`src/rtl/cpspl_pkg.sv`:
```
// Shared types and constants for the command frame to CAN packet splitter.
// No dependencies; every other file in rtl/ imports this package.
package cpspl_pkg;

	// Byte appended after the parameters of a frame's last packet.
	localparam logic [7:0] END_MARK = 8'h6B;

	// Fixed result field widths.
	localparam int unsigned ID_W      = 16;
	localparam int unsigned LEN_W     = 4;
	localparam int unsigned PAYLOAD_W = 64;
	localparam int unsigned STATUS_W  = 2;
	localparam int unsigned PAY_BYTES = PAYLOAD_W / 8;

	// Result status codes.
	localparam logic [STATUS_W-1:0] ST_OK    = 2'd0;
	localparam logic [STATUS_W-1:0] ST_SHORT = 2'd1;
	localparam logic [STATUS_W-1:0] ST_MANY  = 2'd2;

	// Frame parser phases.
	typedef enum logic [1:0] {
		PH_ADDR,
		PH_FUNC,
		PH_PARAM,
		PH_DROP
	} phase_t;

	// One result item as it travels from the frame control to the output register.
	typedef struct packed {
		logic [ID_W-1:0]      id;
		logic [LEN_W-1:0]     length;
		logic [PAYLOAD_W-1:0] payload;
		logic                 final_pkt;
		logic [STATUS_W-1:0]  status;
	} result_t;

endpackage

```
`src/rtl/cpspl_frame_ctl.sv`:
```
// Frame parser and packet builder: phase FSM, held address/function,
// pending parameter buffer and packet counter. Depends on cpspl_pkg.
module cpspl_frame_ctl import cpspl_pkg::*; #(
	parameter int unsigned PKT_LIMIT         = 16,
	parameter int unsigned PARAMS_PER_PACKET = 6
) (
	input  logic       clk,
	input  logic       arst_n,
	input  logic       step,
	input  logic [7:0] item_byte,
	input  logic       item_end,
	output logic       has_result,
	output result_t    result
);

	localparam int unsigned CNT_W = $clog2(PARAMS_PER_PACKET + 1);
	localparam int unsigned PN_W  = $clog2(PKT_LIMIT + 1);

	phase_t              phase_q, phase_d;
	logic [7:0]          addr_q;
	logic [7:0]          func_q;
	logic [7:0]          param_q [PARAMS_PER_PACKET];
	logic [CNT_W-1:0]    cnt_q;
	logic [PN_W-1:0]     pn_q;

	logic                   pn_full;
	logic                   buf_full;
	logic [PAYLOAD_W-1:0]   pk_payload;
	logic [LEN_W-1:0]       pk_length;
	logic [LEN_W-1:0]       end_pos;
	logic                   load_addr;
	logic                   load_func;
	logic                   push_param;
	logic                   restart_param;
	logic                   pn_inc;

	assign pn_full  = (pn_q >= PN_W'(PKT_LIMIT));
	assign buf_full = (cnt_q >= CNT_W'(PARAMS_PER_PACKET));
	assign end_pos  = LEN_W'(cnt_q) + LEN_W'(1);

	// Pack function code, pending parameters and, on the last packet, the end mark.
	always_comb begin
		pk_payload      = '0;
		pk_payload[7:0] = func_q;
		for (int i = 0; i < PARAMS_PER_PACKET; i++) begin
			if (CNT_W'(i) < cnt_q) begin
				pk_payload[8*i+8 +: 8] = param_q[i];
			end
		end
		for (int k = 1; k < PAY_BYTES; k++) begin
			if (item_end && (LEN_W'(k) == end_pos)) begin
				pk_payload[8*k +: 8] = END_MARK;
			end
		end
		pk_length = LEN_W'(1) + LEN_W'(cnt_q) + LEN_W'(item_end);
	end

	// Next phase.
	always_comb begin
		phase_d = phase_q;
		unique case (phase_q)
			PH_ADDR: begin
				if (!item_end) phase_d = PH_FUNC;
			end
			PH_FUNC: begin
				phase_d = item_end ? PH_ADDR : PH_PARAM;
			end
			PH_PARAM: begin
				if (item_end) begin
					phase_d = PH_ADDR;
				end else if (buf_full && pn_full) begin
					phase_d = PH_DROP;
				end
			end
			PH_DROP: begin
				if (item_end) phase_d = PH_ADDR;
			end
			default: phase_d = PH_ADDR;
		endcase
	end

	// Result and buffer update strobes.
	always_comb begin
		has_result    = 1'b0;
		result        = '0;
		load_addr     = 1'b0;
		load_func     = 1'b0;
		push_param    = 1'b0;
		restart_param = 1'b0;
		pn_inc        = 1'b0;
		unique case (phase_q)
			PH_ADDR, PH_FUNC: begin
				if (item_end) begin
					has_result       = 1'b1;
					result.final_pkt = 1'b1;
					result.status    = ST_SHORT;
				end else begin
					load_addr = (phase_q == PH_ADDR);
					load_func = (phase_q == PH_FUNC);
				end
			end
			PH_PARAM: begin
				if (item_end || buf_full) begin
					has_result = 1'b1;
					if (pn_full) begin
						result.final_pkt = 1'b1;
						result.status    = ST_MANY;
					end else begin
						result.id        = {addr_q, 8'(pn_q)};
						result.length    = pk_length;
						result.payload   = pk_payload;
						result.final_pkt = item_end;
						result.status    = ST_OK;
						pn_inc           = 1'b1;
						restart_param    = !item_end;
					end
				end else begin
					push_param = 1'b1;
				end
			end
			PH_DROP: begin
			end
			default: begin
			end
		endcase
	end

	always_ff @(posedge clk or negedge arst_n) begin
		if (!arst_n) begin
			phase_q <= PH_ADDR;
			addr_q  <= '0;
			func_q  <= '0;
			cnt_q   <= '0;
			pn_q    <= '0;
		end else if (step) begin
			phase_q <= phase_d;
			if (load_addr) addr_q <= item_byte;
			if (load_func) begin
				func_q <= item_byte;
				cnt_q  <= '0;
				pn_q   <= '0;
			end
			if (push_param)    cnt_q <= cnt_q + CNT_W'(1);
			if (restart_param) cnt_q <= CNT_W'(1);
			if (pn_inc)        pn_q  <= pn_q + PN_W'(1);
		end
	end

	// Parameter buffer: no reset, only entries below the count are ever read.
	always_ff @(posedge clk) begin
		for (int i = 0; i < PARAMS_PER_PACKET; i++) begin
			if (step && ((push_param && (cnt_q == CNT_W'(i))) || (restart_param && (i == 0)))) begin
				param_q[i] <= item_byte;
			end
		end
	end

endmodule

```
`src/rtl/cpspl_out_reg.sv`:
```
// Result register with valid/stall handshake toward the packet consumer.
// Depends on cpspl_pkg for the result struct.
module cpspl_out_reg import cpspl_pkg::*; (
	input  logic    clk,
	input  logic    arst_n,
	input  logic    load,
	input  result_t load_data,
	input  logic    out_stall,
	output logic    out_free,
	output logic    out_valid,
	output result_t out_data
);

	logic    valid_q;
	result_t data_q;

	// Free when empty or draining this cycle.
	assign out_free  = !valid_q || !out_stall;
	assign out_valid = valid_q;
	assign out_data  = data_q;

	always_ff @(posedge clk or negedge arst_n) begin
		if (!arst_n) begin
			valid_q <= 1'b0;
		end else if (load) begin
			valid_q <= 1'b1;
		end else if (!out_stall) begin
			valid_q <= 1'b0;
		end
	end

	always_ff @(posedge clk) begin
		if (load) data_q <= load_data;
	end

endmodule

```
`src/rtl/command_frame_to_can_packet_splitter_core.sv`:
```
// Top level of the command frame to CAN packet splitter: input stage,
// frame control and result register. Depends on cpspl_pkg, cpspl_frame_ctl, cpspl_out_reg.
//
// chan | handshake           | fields
// in   | in_valid/in_stall   | frame_byte frame_end
// out  | out_valid/out_stall | packet_id packet_length packet_payload final_packet split_status
//
// One frame byte per cycle sustained while the output does not stall; a byte that
// produces a packet is registered in the input stage and then loads the result
// register, from which the packet transfers out (input stage, then result register).
// Throughput is set by the update of the frame control state for each staged byte.
// Reset (arst_n low) returns the parser to expecting an address byte, packet
// count and buffered parameter count to zero, and empties both stages.
// A stall on the output holds the result register; the input stage then holds
// a byte that needs a result and raises in_stall until the result can move.
module command_frame_to_can_packet_splitter_core import cpspl_pkg::*; #(
	parameter int unsigned PKT_LIMIT         = 16,
	parameter int unsigned PARAMS_PER_PACKET = 6
) (
	input  logic                 clk,
	input  logic                 arst_n,
	input  logic                 in_valid,
	output logic                 in_stall,
	input  logic [7:0]           frame_byte,
	input  logic                 frame_end,
	output logic                 out_valid,
	input  logic                 out_stall,
	output logic [ID_W-1:0]      packet_id,
	output logic [LEN_W-1:0]     packet_length,
	output logic [PAYLOAD_W-1:0] packet_payload,
	output logic                 final_packet,
	output logic [STATUS_W-1:0]  split_status
);

	// Input stage.
	logic       valid_s1;
	logic [7:0] byte_s1;
	logic       end_s1;

	logic    in_take;
	logic    step;
	logic    has_result;
	logic    out_free;
	result_t result;
	result_t out_data;

	// Advance the staged byte when it makes no result or the result register can
	// take the new packet this cycle.
	assign step     = valid_s1 && (!has_result || out_free);
	// Hold off the producer only while the staged byte cannot advance.
	assign in_stall = valid_s1 && !step;
	assign in_take  = in_valid && !in_stall;

	always_ff @(posedge clk or negedge arst_n) begin
		if (!arst_n) begin
			valid_s1 <= 1'b0;
		end else if (in_take) begin
			valid_s1 <= 1'b1;
		end else if (step) begin
			valid_s1 <= 1'b0;
		end
	end

	// Payload of the input stage needs no reset.
	always_ff @(posedge clk) begin
		if (in_take) begin
			byte_s1 <= frame_byte;
			end_s1  <= frame_end;
		end
	end

	cpspl_frame_ctl #(
		.PKT_LIMIT         (PKT_LIMIT),
		.PARAMS_PER_PACKET (PARAMS_PER_PACKET)
	) u_frame_ctl (
		.clk        (clk),
		.arst_n     (arst_n),
		.step       (step),
		.item_byte  (byte_s1),
		.item_end   (end_s1),
		.has_result (has_result),
		.result     (result)
	);

	cpspl_out_reg u_out_reg (
		.clk       (clk),
		.arst_n    (arst_n),
		.load      (step && has_result),
		.load_data (result),
		.out_stall (out_stall),
		.out_free  (out_free),
		.out_valid (out_valid),
		.out_data  (out_data)
	);

	assign packet_id      = out_data.id;
	assign packet_length  = out_data.length;
	assign packet_payload = out_data.payload;
	assign final_packet   = out_data.final_pkt;
	assign split_status   = out_data.status;

`ifndef NO_ASSERTIONS
	// Error results carry final set and no packet content.
	assert property (@(posedge clk) disable iff (!arst_n)
		out_valid && (split_status != ST_OK) |->
			final_packet && (packet_length == '0) && (packet_id == '0) &&
			(packet_payload == '0))
		else $error("error result carries packet content");

	// A packet that is not the last one is always full.
	assert property (@(posedge clk) disable iff (!arst_n)
		out_valid && (split_status == ST_OK) && !final_packet |->
			(packet_length == LEN_W'(PARAMS_PER_PACKET + 1)))
		else $error("intermediate packet is not full");

	// A good last packet ends with the end mark.
	assert property (@(posedge clk) disable iff (!arst_n)
		out_valid && (split_status == ST_OK) && final_packet |->
			(packet_length >= LEN_W'(2)) &&
			(packet_payload[8*(packet_length-1) +: 8] == END_MARK))
		else $error("last packet lacks end mark");

	// The input side is only held while a byte waits in the input stage.
	assert property (@(posedge clk) disable iff (!arst_n)
		in_stall |-> valid_s1 && has_result && out_valid && out_stall)
		else $error("input stalled without a blocked result");
`endif

endmodule

```
`config.mk`:
```
export PLATFORM = sky130hd
export DESIGN_NAME = command_frame_to_can_packet_splitter_core
export DESIGN_NICKNAME = d
export VERILOG_FILES = /design/src/rtl/cpspl_pkg.sv /design/src/rtl/cpspl_frame_ctl.sv /design/src/rtl/cpspl_out_reg.sv /design/src/rtl/command_frame_to_can_packet_splitter_core.sv
export SDC_FILE = /design/constraint.sdc
export NUM_CORES = 1
export LEC_CHECK = 0
export BUFFER_PORTS_ARGS = -buffer_cell sky130_fd_sc_hd__buf_4
export CAP_MARGIN = 20
export CELL_PAD_IN_SITES_DETAIL_PLACEMENT = 2
export CELL_PAD_IN_SITES_GLOBAL_PLACEMENT = 2
export CORE_MARGIN = 1
export CORE_UTILIZATION = 43
export DETAILED_ROUTE_END_ITERATION = 10
export GPL_TIMING_DRIVEN = 0
export PLACE_DENSITY_LB_ADDON = 0.05
export SYNTH_ARGS = -nofsm -noshare
export SYNTH_HDL_FRONTEND = slang
export SYNTH_SLANG_ARGS = --single-unit
```
`constraint.sdc`:
```
create_clock -name clk -period 16.2 [get_ports clk]
set_clock_uncertainty 0.15 [all_clocks]
set_input_delay 3.24 -clock clk [delete_from_list [all_inputs] [get_ports clk]]
set_output_delay 3.24 -clock clk [all_outputs]
set_load 0.02 [all_outputs]
```
==> results.md, run 1 <==
* Status: complete, no violations
* Post-synth design cell area at 6400 µm²
* Layout cell share with drive strength beyond 1 at 32.1%
* Final Hold Vio Count at 0
* Largest net degree at the start of global routing at 29
* Post-synthesis sequential area ratio at 73.9%
* Num CTS Buffers at 17
* # rows at 44
* Least-Margin Pin Slew at 0.847 ns
* Layout Cell Area excl Fill at 8070 µm²
* Crit path depth at 4
* Final setup fails at 0
* Initial antenna violation count at 0
* Worst vdd ir at 89.7 µV
* Hold Startpoint: u_frame_ctl.addr_q[0]$_DFFE_PN0P_
* I/O Buffers at 95
* Async set or reset register ratio after synthesis at 17.3%
* Hold Slack at 0.355 ns
* Most used cell, CP: buf_4
* Crit Path Max Fanout at 3
* Max Fclk at 141 MHz
* R2R cell count at 8
* Worst hold path class: reg2reg
* Post-DR wirelength/cell at 25.2 µm
* WP buf/inv at 3
* Via count at 4029
* 1st-iter DRT viols at 188
* Worst slew margin at 43.2%
* FF+latch count, synth at 162
* Non-filler instance count after layout at 741
* IO Pins at 102
* Period Utilization, post-route at 43.8%
* Clock Latency Late Sink at 0.44 ns
* Clock root buffer: clkbuf_16
* RSZ-0062 raised after global routing: false
* Cells along the critical path: buf_4, nand4_1, inv_1, buf_4
* Synth unique cells at 52
* Fin nets at 566
* Drt via density at 5.44
* ANT nets after route at 0
* Storage element area at 4720 µm²
* ANT cells at 0
* Area growth syn-to-layout at 26.2%
* Hold Crit Endpoint: u_frame_ctl.addr_q[0]$_DFFE_PN0P_
* Crit. End Element: output pin
* Total GRT Usage at 26.5%
* # DRC at 0
* DP Area at 7430 µm²
* Starting density of the core at 44.0%
* Final Critical Period at 7.09 ns
* Number of global-route vias before repair at 4442
* Fillers at 1318
* Setup TNS at 0 ns
* Post-CTS Resized at 0
* Sink Count at 162
* Area of the multi-input gates at 1500 µm²
* Dominant synthesized flop cell: edfxtp_1
* Post-CTS Hold Buffers at 0
* WP data arrival at 3.70 ns
* Reg clk slew, reported paths at 0.06 ns
* # H-tree levels at 4
* First-pass GRT wire length at 28.2 mm
* Reg-to-reg slack, setup at 12.73 ns
* Placed cells at 705
* Final Worst Setup Slack at 9.11 ns
* Reg2reg end: u_out_reg.out_data[21]$_SDFFCE_PP0P_
* Syn avg cell area at 15.4 µm²
* Final GP Congestion at 0.837
* Core area at 14500 µm²
* CTS tree: done
* Max-cap check violation count at 0
* Max-slew violation count at 0
* Leak Pwr at 3.36 nW
* Die Ht at 124 µm
* Crit path max-delay cell type: nand4_1
* EDFF count, synth at 134
* WHS Path Cells at 1
* DRT Pass-1 Iters at 4
* Grt total ovfl at 0
* Die area at 15400 µm²
* CP max stage delay at 0.14 ns
* Post-DP HPWL at 12.0 mm
* Routed WL at 18.7 mm
* Die extent in x at 124 µm
* Delay-heaviest family, CP: buffers and inverters
* Setup bufs post-CTS at 0
* R2r startpoint: end_s1$_DFFE_PP_
* Cells after Synth at 414
* CP Launch Type: input port
* CP required at 12.81 ns
* Synth Warn # at 0
* Setup CP Type: in2out
* CTS Buffer Depth at 2
* Power per cell area at 162 nW/µm²
* DP Worst Slack at 9.11 ns
per-layer routing:
metal	global-route usage, %	wire, µm	share of wire (%)
met1	32.3	7580	41
met3	5.40	797	4.3
met2	45.9	9900	53
met5	0	0	0
met4	10.9	396	2.1
Yosys cell counts (6+ instances only):
master,number,share of area [%]
edfxtp_1,134,63
a32o_1,6,0.94
and3_1,33,3.2
dfrtp_1,28,11
nor2_1,8,0.47
ha_1,9,1.8
clkbuf_1,7,0.41
and2_1,13,1.3
nand2_1,40,2.3
buf_4,11,1.3
mux2_2,17,3.0
a21oi_1,17,1.3
a21o_1,7,0.82
nand3_1,12,0.94
inv_1,10,0.59
final cells by class:
type / count / share of cell area (%)
clock inverter: 13 / 2.36
multi-input combinational: 222 / 18.6
inverter: 10 / 0.465
sequential: 162 / 58.5
timing repair buffer: 105 / 9.83
buffer: 26 / 1.98
tap: 184 / 2.85
clock buffer: 19 / 5.36
cell usage in the layout (no fill, tap or decap), drive strengths merged, types with 2 or more instances in the layout:
cell,n
o2111ai,3
o21ai,6
nor2b,3
a21oi,17
clkinv,8
clkbuf,28
and2,14
nor4b,2
nand2,41
mux2,17
nand3,12
a31oi,2
and3,33
o31ai,2
buf,122
nand4,5
nor2,8
o22ai,2
nor3b,4
a32o,6
edfxtp,134
nand2b,4
bufinv,5
dfrtp,28
nor3,4
ha,9
a21boi,2
inv,10
conb,7
a21o,7
power breakdown:
group / total, mW / switching, mW / leakage [nW] / internal (mW)
Combinational: 0.302 / 0.190 / 1.44 / 0.112
Clock: 0.436 / 0.165 / 0.307 / 0.271
Sequential: 0.570 / 0.0425 / 1.61 / 0.527
worst register-to-register path: stages, from the launching register on:
cell	delay [ns]
edfxtp_1	0.54
a31oi_1	0.47
o31ai_1	0.20
buf_2	0.24
nor3_2	0.66
buf_6	0.26
buf_6	0.19
buf_6	0.20
buf_4	0.26
worst max path at each step:
stage / endpoint / from
2_1_floorplan: u_out_reg.out_data[0]$_DFFE_PP_ / out_stall
3_3_place_gp: u_out_reg.out_data[19]$_SDFFCE_PP0P_ / out_stall
3_5_place_dp: in_stall / out_stall
4_1_cts: in_stall / out_stall
5_1_grt: in_stall / out_stall
6_report: in_stall / out_stall
through the flow:
stage / utilization [%] / power [mW]
6_report: 55.5 / 1.31
4_1_cts: 55.4 / 1.31
3_5_place_dp: 51.1 / 0.872
2_1_floorplan: - / 0.748
5_1_grt: 55.5 / 1.36
3_3_place_gp: 50.7 / 0.846
flip-flops by register name, indices dropped and copies added (netlist names):
register,count
u_out_reg.out_data,77
u_frame_ctl.param_q,48
byte_s1,8
u_frame_ctl.addr_q,8
u_frame_ctl.func_q,8
u_frame_ctl.pn_q,5
u_frame_ctl.cnt_q,3
u_frame_ctl.phase_q,2
end_s1,1
u_out_reg.out_valid,1
valid_s1,1
cell families after synthesis:
family / synth area share [%]
other: 0.0586
adder cells (fa/ha/maj): 1.76
flip-flops: 73.9
multiplexers: 2.99
buffers and inverters: 3.09
AND/OR/NAND/NOR: 11.7
AO/OA/AOI/OAI: 6.42
XOR/XNOR: 0.137
No activity file was read; power rests on OpenSTA's default activity.
==> run 2, diff against run 1 <==
ABC_AREA = 1   (was unset)
CORE_UTILIZATION = 34   (was 43)
clock period = 5.9 ns   (was 16.2 ns; I/O delays follow)
==> run 2 against run 1 <==
Against the previous run:
- combinational power increased to 2.5 times the previous value
- wire length decreased by 14%
- critical path depth increased by 2
- first-iteration DRC count fell by 39%
- area after synthesis is 1.6% higher
- core utilization decreased by 12 points
- sequential power grew to 2.7 times the previous value
==> results.md, run 2 <==
* Crit path max-delay cell type: nor2_1 (was nand4_1)
* Synth Area in Compound Gates at 3.95% (was 6.42%)
* Layout Cell Area excl Fill at 8130 µm² (was 8070 µm²)
* ANT cells at 0 (unchanged)
* Worst vdd ir at 210 µV (was 89.7 µV)
* Starting density of the core at 34.7% (was 44.0%)
* DRT Pass-1 Iters at 4 (unchanged)
* Area share of fa/ha/maj cells after synthesis at 1.73% (was 1.76%)
* Number of global-route vias before repair at 4470 (was 4442)
* Final setup fails at 0 (unchanged)
* Post-synthesis sequential area ratio at 72.7% (was 73.9%)
* Initial antenna violation count at 0 (unchanged)
* Setup bufs post-CTS at 0 (unchanged)
* Layout cell share with drive strength beyond 1 at 27.8% (was 32.1%)
* Share of the synthesized area in the top cell type at 61.9% (was 62.9%)
* Fin nets at 654 (was 566)
* # DRC at 0 (unchanged)
* Largest net degree at the start of global routing at 45 (was 29)
* CP Launch Type: input port (unchanged)
* Reg-to-reg slack, setup at 3.17 ns (was 12.73 ns)
* WP buf/inv at 3 (unchanged)
* Mux cell area share after synthesis at 0% (was 2.99%)
* Crit Path Max Fanout at 7 (was 3)
* Sink Count at 162 (unchanged)
* Largest family of logic cells by synthesized area: simple AND/OR/NAND/NOR gates (unchanged)
* Power per cell area at 418 nW/µm² (was 162 nW/µm²)
* CP max stage delay at 0.17 ns (was 0.14 ns)
* Max-slew violation count at 0 (unchanged)
* Setup CP Type: in2out (unchanged)
* Setup TNS at 0 ns (unchanged)
* DP Area at 7550 µm² (was 7430 µm²)
* Cells along the critical path: buf_4, nand2_1, inv_1, nand2_4, nor2_1, buf_4 (was buf_4, nand4_1, inv_1, buf_4)
* Final GP Congestion at 0.771 (was 0.837)
* Post-synth design cell area at 6500 µm² (was 6400 µm²)
* Routed WL at 16.1 mm (was 18.7 mm)
* First-pass GRT wire length at 25.3 mm (was 28.2 mm)
* Worst slew margin at 31.2% (was 43.2%)
* Post-CTS Resized at 0 (unchanged)
* Placed cells at 845 (was 705)
* CP required at 4.57 ns (was 12.81 ns)
* Non-filler instance count after layout at 879 (was 741)
* Final Critical Period at 3.21 ns
* Period Utilization, post-route at 54.3%
* Die extent in x at 140 µm (was 124 µm)
* Max-cap check violation count at 0 (unchanged)
* Most used cell, CP: buf_4 (unchanged)
* Cells after Synth at 509 (was 414)
* Least-Margin Pin Slew at 1.02 ns (was 0.847 ns)
* Core area at 18700 µm² (was 14500 µm²)
* Post-synth top cells: 134 x edfxtp_1, 102 x nand2_1, 56 x nor2_1 (was 134 x edfxtp_1, 40 x nand2_1, 33 x and3_1)
* IO Pins at 102 (unchanged)
* Synth unique cells at 34 (was 52)
* Area growth syn-to-layout at 25.1% (was 26.2%)
* Max Fclk at 312 MHz
* FF+latch count, synth at 162 (unchanged)
* Grt total ovfl at 0 (unchanged)
* Post-CTS Hold Buffers at 0 (unchanged)
* ANT nets after route at 0 (unchanged)
* Delay-heaviest family, CP: buffers and inverters (unchanged)
* Leak Pwr at 3.45 nW (was 3.36 nW)
* Clock Latency Late Sink at 0.43 ns (was 0.44 ns)
* Post-synthesis simple-gate area fraction at 14.9% (was 11.7%)
* XOR/XNOR Fraction of Synth Area at 0.558% (was 0.137%)
* Commonest non-fill, non-tap cell in the layout: edfxtp_1 (unchanged)
* Clock root buffer: clkbuf_16 (unchanged)
* Die area at 19700 µm² (was 15400 µm²)
* Num CTS Buffers at 17 (unchanged)
* RSZ-0062 raised after global routing: false (unchanged)
* Status: complete, no violations (unchanged)
* Synth top area cells: edfxtp_1 62%, dfrtp_1 11%, nand2_1 5.9%, nor2_1 3.2%, inv_1 3.2% (was edfxtp_1 63%, dfrtp_1 11%, and3_1 3.2%, mux2_2 3.0%, nand2_1 2.3%)
* # H-tree levels at 4 (unchanged)
* Post-DP HPWL at 11.0 mm (was 12.0 mm)
* Synth Warn # at 0 (unchanged)
* Worst hold path class: reg2reg (unchanged)
* CTS Buffer Depth at 2 (unchanged)
* Drt via density at 4.61 (was 5.44)
* 1st-iter DRT viols at 115 (was 188)
* Top-count cell post-synth: edfxtp_1 (unchanged)
* CTS tree: done (unchanged)
* Dominant synthesized flop cell: edfxtp_1 (unchanged)
* Die Ht at 140 µm (was 124 µm)
* EDFF count, synth at 134 (unchanged)
* # rows at 50 (was 44)
* Max reg flops at 77 (unchanged)
* Via count at 4050 (was 4029)
* Reg clk slew, reported paths at 0.07 ns (was 0.06 ns)
* Total GRT Usage at 17.7% (was 26.5%)
* Final Hold Vio Count at 0 (unchanged)
* WP data arrival at 1.88 ns (was 3.70 ns)
* Syn avg cell area at 12.8 µm² (was 15.4 µm²)
* I/O Buffers at 95 (unchanged)
* Post-DR wirelength/cell at 18.3 µm (was 25.2 µm)
* Async set or reset register ratio after synthesis at 17.3% (unchanged)
* Most frequent cells in the layout: 134 x edfxtp_1, 108 x buf_4, 102 x nand2_1, 56 x nor2_1, 54 x inv_1 (was 134 x edfxtp_1, 108 x buf_4, 40 x nand2_1, 33 x and3_1, 28 x dfrtp_1)
* Area leader, netlist: edfxtp_1 (unchanged)
* Crit. End Element: output pin (unchanged)
==> run 2: through the flow <==
stage / hold WS (ns) / util [%] / setup slack (ns) / power, mW
after floorplan: 0.292 / - / 2.06 / 2.03
after global placement: 0.313 / 40.2 / 1.08 / 2.33
after detailed placement: 0.322 / 40.4 / 2.57 / 2.36
after CTS: 0.344 / 43.4 / 2.70 / 3.45
after global routing: 0.372 / 43.5 / 2.64 / 3.56
final: 0.337 / 43.5 / 2.69 / 3.40
==> run 2: power breakdown <==
group          switching, mW  internal [mW]
clock network          0.439          0.644
logic                  0.498          0.262
registers             0.0999           1.46
total                   1.04           2.37
==> run 2: kinds of logic (layout without fill, tap and decap cells) <==
| kind of cell | Yosys count | count (layout) |
|---|---|---|
| other | 1 | 7 |
| adder cells (fa/ha/maj) | 9 | 9 |
| AO/OA/AOI/OAI | 43 | 43 |
| flip-flops | 162 | 162 |
| XOR/XNOR | 2 | 2 |
| AND/OR/NAND/NOR | 212 | 212 |
| buffers and inverters | 80 | 210 |
==> run 2: path summary, 6_finish.rpt <==
path | start | endpoint | cells past startpoint
setup / recovery | out_stall | in_stall | 6
hold / removal | u_frame_ctl.addr_q[3]$_DFFE_PN0P_ | u_frame_ctl.addr_q[3]$_DFFE_PN0P_ | 2
setup reg to reg | end_s1$_DFFE_PP_ | u_out_reg.out_data[32]$_SDFFCE_PP0P_ | 11
hold reg to reg | u_frame_ctl.addr_q[3]$_DFFE_PN0P_ | u_frame_ctl.addr_q[3]$_DFFE_PN0P_ | 2
max in group asynchronous | arst_n | u_frame_ctl.cnt_q[2]$_DFFE_PN0P_ | 1
min in group asynchronous | arst_n | u_frame_ctl.func_q[1]$_DFFE_PN0P_ | 1
==> run 2: final cells by class <==
type,count,area [µm²]
plain buffers,21,171
clock buffers,23,468
clock inverters,9,104
fillers,1909,10600
inverters,59,226
multi-input cells,273,1400
flip-flops and latches,162,4720
well taps,234,293
repair buffers,98,743
==> run 2: tightest hold or removal path: cells and delay by family, from the launching register on <==
kind / cells / cell delay (ns)
DFF: 1 / 0.35
and+or+nand+nor: 2 / 0.11
==> run 2: routing by layer <==
metal  global-route usage [%]  share of wire [%]
met5                        0                  0
met4                     7.06                1.9
met3                     3.35                2.6
met2                     31.2                 52
met1                     21.4                 44
